**config.mk**
```make
export PLATFORM = sky130hd
export DESIGN_NAME = touch_event_gesture_detector_flat
export DESIGN_NICKNAME = d
export VERILOG_FILES = /design/src/hw/rtl/tegd_pkg.sv /design/src/hw/rtl/tegd_if.sv /design/src/hw/rtl/tegd_front.sv /design/src/hw/rtl/tegd_queue.sv /design/src/hw/rtl/tegd_back.sv /design/src/hw/rtl/touch_event_gesture_detector.sv /design/src/flat_wrapper.sv
export SDC_FILE = /design/constraint.sdc
export NUM_CORES = 1
export LEC_CHECK = 0
export BUFFER_PORTS_ARGS = -buffer_cell sky130_fd_sc_hd__buf_2
export CAP_MARGIN = 20
export CELL_PAD_IN_SITES_DETAIL_PLACEMENT = 1
export CELL_PAD_IN_SITES_GLOBAL_PLACEMENT = 1
export CORE_MARGIN = 5
export CORE_UTILIZATION = 40
export CTS_CLUSTER_DIAMETER = 40
export DETAILED_ROUTE_END_ITERATION = 6
export GPL_TIMING_DRIVEN = 0
export PLACE_DENSITY_LB_ADDON = 0.05
export SYNTH_ARGS = -nofsm -noshare
export SYNTH_HDL_FRONTEND = slang
export SYNTH_SLANG_ARGS = --single-unit
```
**constraint.sdc**
```tcl
create_clock -name clk -period 14.5 [get_ports clk]
set_clock_uncertainty 0.2 [all_clocks]
set_input_delay 0.725 -clock clk [delete_from_list [all_inputs] [get_ports clk]]
set_output_delay 0.725 -clock clk [all_outputs]
set_load 0.005 [all_outputs]
```
**src/hw/rtl/tegd_pkg.sv**
```systemverilog
// Shared types, codes and reset values for the touch gesture detector.
// No dependencies; every other file imports this package.
package tegd_pkg;

  localparam int unsigned MOVE_MIN  = 2;
  localparam int unsigned COUNT_MAX = 3;

  // Configuration register indexes
  localparam logic [2:0] REG_TOUCH_THRESHOLD = 3'd0;
  localparam logic [2:0] REG_GESTURE_ENABLE  = 3'd1;
  localparam logic [2:0] REG_TAP_TIMEOUT     = 3'd2;
  localparam logic [2:0] REG_LONG_PRESS      = 3'd3;
  localparam logic [2:0] REG_SWIPE_THRESHOLD = 3'd4;

  localparam logic [11:0] RST_TOUCH_THRESHOLD = 12'd100;
  localparam logic [15:0] RST_TAP_TIMEOUT     = 16'd200;
  localparam logic [15:0] RST_LONG_PRESS      = 16'd500;
  localparam logic [9:0]  RST_SWIPE_THRESHOLD = 10'd30;

  typedef enum logic [1:0] {
    EV_NONE    = 2'd0,
    EV_PRESS   = 2'd1,
    EV_MOVE    = 2'd2,
    EV_RELEASE = 2'd3
  } touch_event_t;

  typedef enum logic [1:0] {
    ST_IDLE     = 2'd0,
    ST_PRESSED  = 2'd1,
    ST_HELD     = 2'd2,
    ST_RELEASED = 2'd3
  } touch_state_t;

  typedef enum logic [2:0] {
    G_NONE  = 3'd0,
    G_TAP   = 3'd1,
    G_LONG  = 3'd2,
    G_RIGHT = 3'd3,
    G_LEFT  = 3'd4,
    G_DOWN  = 3'd5,
    G_UP    = 3'd6
  } gesture_t;

  typedef struct packed {
    logic [11:0] touch_threshold;
    logic        gesture_enable;
    logic [15:0] tap_timeout_ms;
    logic [15:0] long_press_ms;
    logic [9:0]  swipe_threshold;
  } cfg_t;

  typedef struct packed {
    logic [11:0] pressure;
    logic [9:0]  pos_x;
    logic [9:0]  pos_y;
    logic [31:0] now_ms;
  } scan_t;

  typedef struct packed {
    touch_event_t touch_event;
    touch_state_t touch_state;
    logic [9:0]   point_x;
    logic [9:0]   point_y;
    logic         gesture_valid;
    gesture_t     gesture;
  } result_t;

  // Classified scan passed from the front to the back
  typedef struct packed {
    touch_state_t kind;
    logic [9:0]   pos_x;
    logic [9:0]   pos_y;
    logic         long_hit;
    logic         tap_hit;
  } cmd_t;

endpackage

```
**src/hw/rtl/tegd_if.sv**
```systemverilog
// Valid/ready channel interfaces for scan input and result output.
// Depends on tegd_pkg.
interface tegd_scan_if import tegd_pkg::*; ();
  logic  valid;
  logic  ready;
  scan_t data;

  modport source (output valid, output data, input ready);
  modport sink   (input valid, input data, output ready);
endinterface

interface tegd_result_if import tegd_pkg::*; ();
  logic    valid;
  logic    ready;
  result_t data;

  modport source (output valid, output data, input ready);
  modport sink   (input valid, input data, output ready);
endinterface

```
**src/hw/rtl/tegd_front.sv**
```systemverilog
// Front end: accepts scans, tracks touch/release and press time, classifies.
// Depends on tegd_pkg and tegd_if.
module tegd_front import tegd_pkg::*; (
  input  logic              clk,
  input  logic              rst_n,
  tegd_scan_if.sink         in_scan,
  input  cfg_t              cfg,
  input  logic              q_full,
  output logic              q_push,
  output cmd_t              q_cmd
);

  logic        touched_r, touched_nxt;
  logic [31:0] press_time_r, press_time_nxt;
  logic        now_touched;
  logic [31:0] dur;

  assign in_scan.ready = !q_full;
  assign q_push        = in_scan.valid && !q_full;

  always_comb begin
    now_touched    = in_scan.data.pressure > cfg.touch_threshold;
    dur            = in_scan.data.now_ms - press_time_r;
    touched_nxt    = touched_r;
    press_time_nxt = press_time_r;
    q_cmd.pos_x    = in_scan.data.pos_x;
    q_cmd.pos_y    = in_scan.data.pos_y;
    q_cmd.long_hit = dur > {16'd0, cfg.long_press_ms};
    q_cmd.tap_hit  = dur < {16'd0, cfg.tap_timeout_ms};
    if (now_touched && !touched_r) begin
      q_cmd.kind     = ST_PRESSED;
      touched_nxt    = 1'b1;
      press_time_nxt = in_scan.data.now_ms;
    end else if (now_touched) begin
      q_cmd.kind = ST_HELD;
    end else if (touched_r) begin
      q_cmd.kind  = ST_RELEASED;
      touched_nxt = 1'b0;
    end else begin
      q_cmd.kind = ST_IDLE;
    end
  end

  always_ff @(posedge clk) begin
    if (!rst_n) begin
      touched_r    <= 1'b0;
      press_time_r <= '0;
    end else if (q_push) begin
      touched_r    <= touched_nxt;
      press_time_r <= press_time_nxt;
    end
  end

endmodule

```
**src/hw/rtl/tegd_queue.sv**
```systemverilog
// Two-entry queue of classified scans between front and back.
// Depends on tegd_pkg.
module tegd_queue import tegd_pkg::*; (
  input  logic clk,
  input  logic rst_n,
  input  logic push,
  input  cmd_t push_cmd,
  input  logic pop,
  output cmd_t pop_cmd,
  output logic full,
  output logic empty
);

  cmd_t       slot_r [2];
  logic       wr_ptr_r, rd_ptr_r;
  logic [1:0] count_r;

  assign full    = count_r == 2'd2;
  assign empty   = count_r == 2'd0;
  assign pop_cmd = slot_r[rd_ptr_r];

  always_ff @(posedge clk) begin
    if (push) begin
      slot_r[wr_ptr_r] <= push_cmd;
    end
  end

  always_ff @(posedge clk) begin
    if (!rst_n) begin
      wr_ptr_r <= 1'b0;
      rd_ptr_r <= 1'b0;
      count_r  <= 2'd0;
    end else begin
      if (push) wr_ptr_r <= !wr_ptr_r;
      if (pop)  rd_ptr_r <= !rd_ptr_r;
      count_r <= count_r + {1'b0, push} - {1'b0, pop};
    end
  end

  a_no_overflow: assert property (@(posedge clk) disable iff (!rst_n)
    !(push && full)) else $error("queue push while full");
  a_no_underflow: assert property (@(posedge clk) disable iff (!rst_n)
    !(pop && empty)) else $error("queue pop while empty");
  a_count_range: assert property (@(posedge clk) disable iff (!rst_n)
    count_r != 2'd3) else $error("queue count out of range");

endmodule

```
**src/hw/rtl/tegd_back.sv**
```systemverilog
// Back end: tracks points, motion and gestures, drives the result register.
// Depends on tegd_pkg and tegd_if.
module tegd_back import tegd_pkg::*; (
  input  logic          clk,
  input  logic          rst_n,
  input  cfg_t          cfg,
  input  logic          clr_count,
  input  logic          q_empty,
  input  cmd_t          q_cmd,
  output logic          q_pop,
  tegd_result_if.source out_res
);

  logic [9:0] start_x_r, start_x_nxt, start_y_r, start_y_nxt;
  logic [9:0] last_x_r, last_x_nxt, last_y_r, last_y_nxt;
  logic [1:0] count_r, count_nxt;
  gesture_t   held_r, held_nxt;
  result_t    out_r, out_nxt;
  logic       out_valid_r;
  logic [9:0] dx, dy, ax, ay;
  logic       moved;

  function automatic logic [9:0] absdiff(input logic [9:0] a, input logic [9:0] b);
    return (a > b) ? a - b : b - a;
  endfunction

  assign q_pop         = !q_empty && (!out_valid_r || out_res.ready);
  assign out_res.valid = out_valid_r;
  assign out_res.data  = out_r;

  always_comb begin
    start_x_nxt = start_x_r;
    start_y_nxt = start_y_r;
    last_x_nxt  = last_x_r;
    last_y_nxt  = last_y_r;
    count_nxt   = count_r;
    held_nxt    = held_r;
    dx          = absdiff(q_cmd.pos_x, last_x_r);
    dy          = absdiff(q_cmd.pos_y, last_y_r);
    moved       = dx > 10'(MOVE_MIN) || dy > 10'(MOVE_MIN);
    ax          = absdiff(last_x_r, start_x_r);
    ay          = absdiff(last_y_r, start_y_r);
    out_nxt.touch_event   = EV_NONE;
    out_nxt.touch_state   = q_cmd.kind;
    out_nxt.gesture_valid = 1'b0;
    out_nxt.gesture       = G_NONE;
    unique case (q_cmd.kind)
      ST_PRESSED: begin
        out_nxt.touch_event = EV_PRESS;
        start_x_nxt = q_cmd.pos_x;
        start_y_nxt = q_cmd.pos_y;
        last_x_nxt  = q_cmd.pos_x;
        last_y_nxt  = q_cmd.pos_y;
        if (count_r != 2'(COUNT_MAX)) count_nxt = count_r + 2'd1;
      end
      ST_HELD: begin
        if (moved) begin
          out_nxt.touch_event = EV_MOVE;
          last_x_nxt = q_cmd.pos_x;
          last_y_nxt = q_cmd.pos_y;
          if (count_r != 2'(COUNT_MAX)) count_nxt = count_r + 2'd1;
        end
        if (q_cmd.long_hit && cfg.gesture_enable) begin
          held_nxt              = G_LONG;
          out_nxt.gesture_valid = 1'b1;
          out_nxt.gesture       = G_LONG;
        end
      end
      ST_RELEASED: begin
        out_nxt.touch_event = EV_RELEASE;
        if (cfg.gesture_enable) begin
          // few recorded points keep the earlier gesture
          priority if (q_cmd.tap_hit) begin
            held_nxt = G_TAP;
          end else if (count_r == 2'(COUNT_MAX)) begin
            if (ax > cfg.swipe_threshold || ay > cfg.swipe_threshold) begin
              if (ax > ay) held_nxt = (last_x_r > start_x_r) ? G_RIGHT : G_LEFT;
              else         held_nxt = (last_y_r > start_y_r) ? G_DOWN : G_UP;
            end else begin
              held_nxt = G_TAP;
            end
          end else begin
            held_nxt = held_r;
          end
          if (held_nxt != G_NONE) begin
            out_nxt.gesture_valid = 1'b1;
            out_nxt.gesture       = held_nxt;
          end
        end
      end
      ST_IDLE: begin
      end
      default: begin
      end
    endcase
    out_nxt.point_x = last_x_nxt;
    out_nxt.point_y = last_y_nxt;
  end

  always_ff @(posedge clk) begin
    if (q_pop) begin
      out_r <= out_nxt;
    end
  end

  always_ff @(posedge clk) begin
    if (!rst_n) begin
      start_x_r   <= '0;
      start_y_r   <= '0;
      last_x_r    <= '0;
      last_y_r    <= '0;
      count_r     <= '0;
      held_r      <= G_NONE;
      out_valid_r <= 1'b0;
    end else begin
      if (q_pop) begin
        start_x_r <= start_x_nxt;
        start_y_r <= start_y_nxt;
        last_x_r  <= last_x_nxt;
        last_y_r  <= last_y_nxt;
        held_r    <= held_nxt;
      end
      // config writes are meant to land only while idle; the block does not enforce it; clear takes priority
      if (clr_count)  count_r <= '0;
      else if (q_pop) count_r <= count_nxt;
      if (q_pop)              out_valid_r <= 1'b1;
      else if (out_res.ready) out_valid_r <= 1'b0;
    end
  end

  a_gesture_gated: assert property (@(posedge clk) disable iff (!rst_n)
    out_valid_r && !out_r.gesture_valid |-> out_r.gesture == G_NONE)
    else $error("gesture code without gesture_valid");
  a_press_state: assert property (@(posedge clk) disable iff (!rst_n)
    out_valid_r && out_r.touch_event == EV_PRESS |-> out_r.touch_state == ST_PRESSED)
    else $error("press event outside pressed state");
  a_press_counts: assert property (@(posedge clk) disable iff (!rst_n)
    q_pop && q_cmd.kind == ST_PRESSED && !clr_count |=> count_r != 2'd0)
    else $error("press did not count a point");
  a_long_only_held: assert property (@(posedge clk) disable iff (!rst_n)
    out_valid_r && out_r.gesture == G_LONG |-> out_r.touch_state != ST_IDLE)
    else $error("long press reported while idle");

endmodule

```
**src/hw/rtl/touch_event_gesture_detector.sv**
```systemverilog
// Touch event and gesture detector, top level: configuration registers,
// front classifier, two-entry queue and back end. Depends on tegd_pkg, tegd_if.
// A scan is written into a queue slot; the back pops it into the result register.
// Throughput: one scan per cycle while out_res.ready holds; otherwise the back stalls.
// Reset (rst_n, synchronous): config returns to defaults, touch state is cleared.
module touch_event_gesture_detector import tegd_pkg::*; (
  input  logic          clk,
  input  logic          rst_n,
  tegd_scan_if.sink     in_scan,
  tegd_result_if.source out_res,
  input  logic          cfg_we,
  input  logic [2:0]    cfg_index,
  input  logic [15:0]   cfg_wdata
);

  cfg_t cfg_r;
  logic q_push, q_pop, q_full, q_empty;
  cmd_t push_cmd, pop_cmd;
  logic clr_count;

  assign clr_count = cfg_we && cfg_index == REG_GESTURE_ENABLE && cfg_wdata[0];

  always_ff @(posedge clk) begin
    if (!rst_n) begin
      cfg_r.touch_threshold <= RST_TOUCH_THRESHOLD;
      cfg_r.gesture_enable  <= 1'b0;
      cfg_r.tap_timeout_ms  <= RST_TAP_TIMEOUT;
      cfg_r.long_press_ms   <= RST_LONG_PRESS;
      cfg_r.swipe_threshold <= RST_SWIPE_THRESHOLD;
    end else if (cfg_we) begin
      unique case (cfg_index)
        REG_TOUCH_THRESHOLD: cfg_r.touch_threshold <= cfg_wdata[11:0];
        REG_GESTURE_ENABLE:  cfg_r.gesture_enable  <= cfg_wdata[0];
        REG_TAP_TIMEOUT:     cfg_r.tap_timeout_ms  <= cfg_wdata;
        REG_LONG_PRESS:      cfg_r.long_press_ms   <= cfg_wdata;
        REG_SWIPE_THRESHOLD: cfg_r.swipe_threshold <= cfg_wdata[9:0];
        default: begin
          // drop writes to unknown indexes
        end
      endcase
    end
  end

  tegd_front u_front (
    .clk    (clk),
    .rst_n  (rst_n),
    .in_scan(in_scan),
    .cfg    (cfg_r),
    .q_full (q_full),
    .q_push (q_push),
    .q_cmd  (push_cmd)
  );

  tegd_queue u_queue (
    .clk     (clk),
    .rst_n   (rst_n),
    .push    (q_push),
    .push_cmd(push_cmd),
    .pop     (q_pop),
    .pop_cmd (pop_cmd),
    .full    (q_full),
    .empty   (q_empty)
  );

  tegd_back u_back (
    .clk      (clk),
    .rst_n    (rst_n),
    .cfg      (cfg_r),
    .clr_count(clr_count),
    .q_empty  (q_empty),
    .q_cmd    (pop_cmd),
    .q_pop    (q_pop),
    .out_res  (out_res)
  );

endmodule
```
**src/flat_wrapper.sv**
```systemverilog
// flat-port wrapper written by rule: the top's interface ports become plain ports
module touch_event_gesture_detector_flat import tegd_pkg::*;
  (clk, rst_n, cfg_we, cfg_index, cfg_wdata, in_scan_valid, in_scan_data, in_scan_ready, out_res_valid, out_res_data, out_res_ready);
  tegd_scan_if in_scan_i ();
  tegd_result_if out_res_i ();
  input  logic clk;
  input  logic rst_n;
  input  logic cfg_we;
  input  logic [2:0] cfg_index;
  input  logic [15:0] cfg_wdata;
  input wire logic [$bits(in_scan_i.valid)-1:0] in_scan_valid;
  input wire logic [$bits(in_scan_i.data)-1:0] in_scan_data;
  output wire logic [$bits(in_scan_i.ready)-1:0] in_scan_ready;
  output wire logic [$bits(out_res_i.valid)-1:0] out_res_valid;
  output wire logic [$bits(out_res_i.data)-1:0] out_res_data;
  input wire logic [$bits(out_res_i.ready)-1:0] out_res_ready;
  assign in_scan_i.valid = in_scan_valid;
  assign in_scan_i.data = in_scan_data;
  assign in_scan_ready = in_scan_i.ready;
  assign out_res_valid = out_res_i.valid;
  assign out_res_data = out_res_i.data;
  assign out_res_i.ready = out_res_ready;
  touch_event_gesture_detector u_core (.clk(clk), .rst_n(rst_n), .in_scan(in_scan_i), .out_res(out_res_i), .cfg_we(cfg_we), .cfg_index(cfg_index), .cfg_wdata(cfg_wdata));
endmodule
```
==> results.md <==
- Status: completed
- Yosys cell types: 84
- Worst R2R Setup Slack: 8110 ps
- Num CTS Buffers: just over 40
- Final WL: 46500 um
- Root buffer cell: clkbuf_16
- PD cells: 236 nW/um^2
- Vias: between 10000 and 15000
- Crit-path max FO: 10
- Die Width: 205 um
- CTS tree: yes
- Crit-path cells: inv_1, ha_1, inv_1, fa_1, a21o_1, a21oi_1, o21ai_0, a311oi_2, nor2_1, clkbuf_1, o311ai_0, o21ai_0, a31oi_1, xnor2_1, ha_1, a211o_1, nor2_1, nor3_1, o31a_1, a22oi_1, a31oi_1, or2_2, nor2b_1, or2_2
- Commonest non-fill, non-tap cell in the layout: nand2_1
- Clock-pin slew on the worst setup and hold paths: about 50 ps
- Largest net degree at the start of global routing: 32
- DRC viols: 0
- Gr usage total: 22.0%
- ANT nets after route: 0
- Commonest non-fill, non-tap cells in the layout: nand2_1, inv_1, ha_1
- H-tree levels: 2
- DRT Pass-1 Iters: 4
- # Post-CTS Setup Buffers: 0
- Critical Path Start Type: flip-flop
- CTS resizes: 0
- Post-Syn Area: 15200 sq um
- Post-synth EDFFs: 75
- Ant. Diodes: 0
- Synth top area cells: dfxtp_1, ha_1, edfxtp_1, nand2_1, inv_1
- Row cnt: 71
- # hold bufs at CTS: 0
- Mapped Cells: 1745
- Area Overhead vs Synth: 17.6%
- Final setup fails: 0
- # port buffers: 117
- Post-synthesis register bit count: around 210
- Routed wire per std cell: 19.0 um
- Max clock buf depth: 3
- Crit Path Category: reg -> reg
- Starting density of the core: 40.5%
- Via density: 5.35
- R2R depth: 24
- Max-Cap Viols: 0
- Leakage power: 0.00744 uW
- Post-layout min period: 6390 ps
- First-pass GRT wire length: 74100 um
- Synthesized Nets: roughly 2000
- Hold Vio Cnt, Final: 0
- Layout cells sized above 1: 12.6%
- Core ar.: 37700 sq um
- Initial antenna violation count: 1
- Gr busiest metal: met2
- Worst skew pair latency: 550 ps
- Hold slack: 166 ps
- Top FF cell, synth: dfxtp_1
- Dpl cells: 2375
- Top-level port count: 118
- Async SR Flop Fraction: 0%
- Routability cong.: 0.849
- Max-slew violations: 0
- Initial drt markers: 439
- RSZ-0062 raised after global routing: false
- Worst Hold Depth: 1
- Max IR drop VDD: 0.000139 V
- TNS Setup: 0 ps
- Worst Path Arrival: roughly 6500 ps
- Number of global-route vias before repair: 13900
- F_max: 157 MHz
- CTS Sinks: ~210
- Met2 usage: roughly two fifths
- Slowest CP cell: a311oi_2
- Max-slew headroom: 41.3%
- Post-route design area: 17900 sq um
- Tcrit/Tclk final: 44.0%
- Final core occ: ~48%
- GRT overflow: 0
- # nets final: 2194
- Register area share after synthesis: 33.0%
- DP Area: 16500 sq um
- Hold Path Class: in -> reg
- Met1 Usage GRT: between 20 and 30%
- Syn_area_per_cell: 8.73 sq um
- Slew @ Worst Pin: roughly 860 ps
- HPWL after DPL: 37000 um
- Worst setup EP type: flip-flop
- Die H: around 200 um
- Critical Path RT: 14600 ps
- Non-filler instance count after layout: 2450
- Grt met3 use: 3.20%
- Area leader, netlist: dfxtp_1
- Synth warnings: 0
- Total die area: 42100 sq um
- Yosys top cell area share: 18.3%
- Max incr delay on CP: around 530 ps
==> report_power, final <==
part / switching, uW / internal (uW) / total, uW
Clock: 345 / 631 / 976
Combinational: 1480 / 979 / 2460
Sequential: 53.9 / 739 / 793
Total: 1880 / 2350 / 4230
==> cell type report <==
class / count / area [sq um]
fill: 4545 / 19800
multi-input combinational: 1269 / 9180
sequential: 214 / 5030
clock buffer: 48 / 1080
inverter: 192 / 721
tap: 511 / 639
timing repair buffer: 119 / 623
clock inverter: 27 / 322
buffer: 70 / 312
==> stage by stage <==
stage / setup slack (ps) / power, uW
finish: 8110 / 4230
global route: 7810 / 4540
CTS: 7920 / 4250
detailed placement: 7990 / 3240
global placement: 8080 / 3170
floorplan: 9320 / 2540
==> cells by family (layout without fill, tap and decap cells) <==
logic type,Yosys count,count (layout),share of synthesized area [%]
xor gates and xnor gates,55,55,3.16
AOI/OAI and AO/OA,482,482,22.3
adders and majority gates,199,199,16.8
muxes,45,45,3.04
and+or+nand+nor,488,488,14.9
buffers and inverters,262,456,6.77
DFF,214,214,33.0
==> Yosys cell counts (18+ instances only) <==
cell type,instances
a32o_1,20
o211ai_1,33
o211a_1,18
ha_1,190
nand3_1,24
xor2_1,20
nand2b_1,22
nand4_1,26
a21o_1,34
o21ai_0,85
xnor2_1,35
a21boi_0,73
nor2b_1,22
a21oi_1,90
dfxtp_1,139
inv_1,192
edfxtp_1,75
nor3_1,22
nand2_1,248
nor2_1,60
mux2i_1,35
clkbuf_1,50
==> path summary, 6_finish.rpt <==
check | start | end
max | u_core.u_back.last_x_r[0] | u_core.u_back.out_res.data[3]
min | in_scan_data[33] | u_core.u_queue.slot_r[1][3]
max reg2reg | u_core.u_back.last_x_r[0] | u_core.u_back.out_res.data[3]
min reg2reg | u_core.u_front.press_time_r[5] | u_core.u_front.press_time_r[5]
==> worst max-delay path, delay by kind of cell, from the launching register on <==
| kind | cells | cell delay (ps) |
|---|---|---|
| AND/OR/NAND/NOR | 6 | 1220 |
| AO/OA/AOI/OAI | 11 | 2750 |
| adder cells (fa/ha/maj) | 3 | 860 |
| flip-flops | 1 | 360 |
| XOR/XNOR | 1 | 240 |
| buffers and inverters | 3 | 500 |
==> per-layer routing <==
metal | part of all wire [%] | vias to the layer above | wire length (um)
li1 | - | 6514 | -
met1 | 44 | 6344 | 20400
met3 | 3.3 | 65 | 1550
met4 | 2.9 | 0 | 1330
met2 | 50 | 187 | 23200
met5 | 0 | - | 0
==> state kept, by name, indices dropped and copies added, names as in the netlist, named ones only <==
register and cells:
u_core.cfg_r 55, u_core.u_queue.slot_r 48, u_core.u_front.press_time_r 32, u_core.u_back.out_res.data 27, u_core.u_back.last_x_r 10, u_core.u_back.last_y_r 10
u_core.u_back.start_x_r 10, u_core.u_back.start_y_r 10, u_core.u_back.held_r 3, u_core.u_back.count_r 2, u_core.u_queue.count_r 2, u_core.u_back.out_res.valid 1
u_core.u_front.touched_r 1, u_core.u_queue.rd_ptr_r 1, u_core.u_queue.wr_ptr_r 1
(Power assumes the default switching activity.)
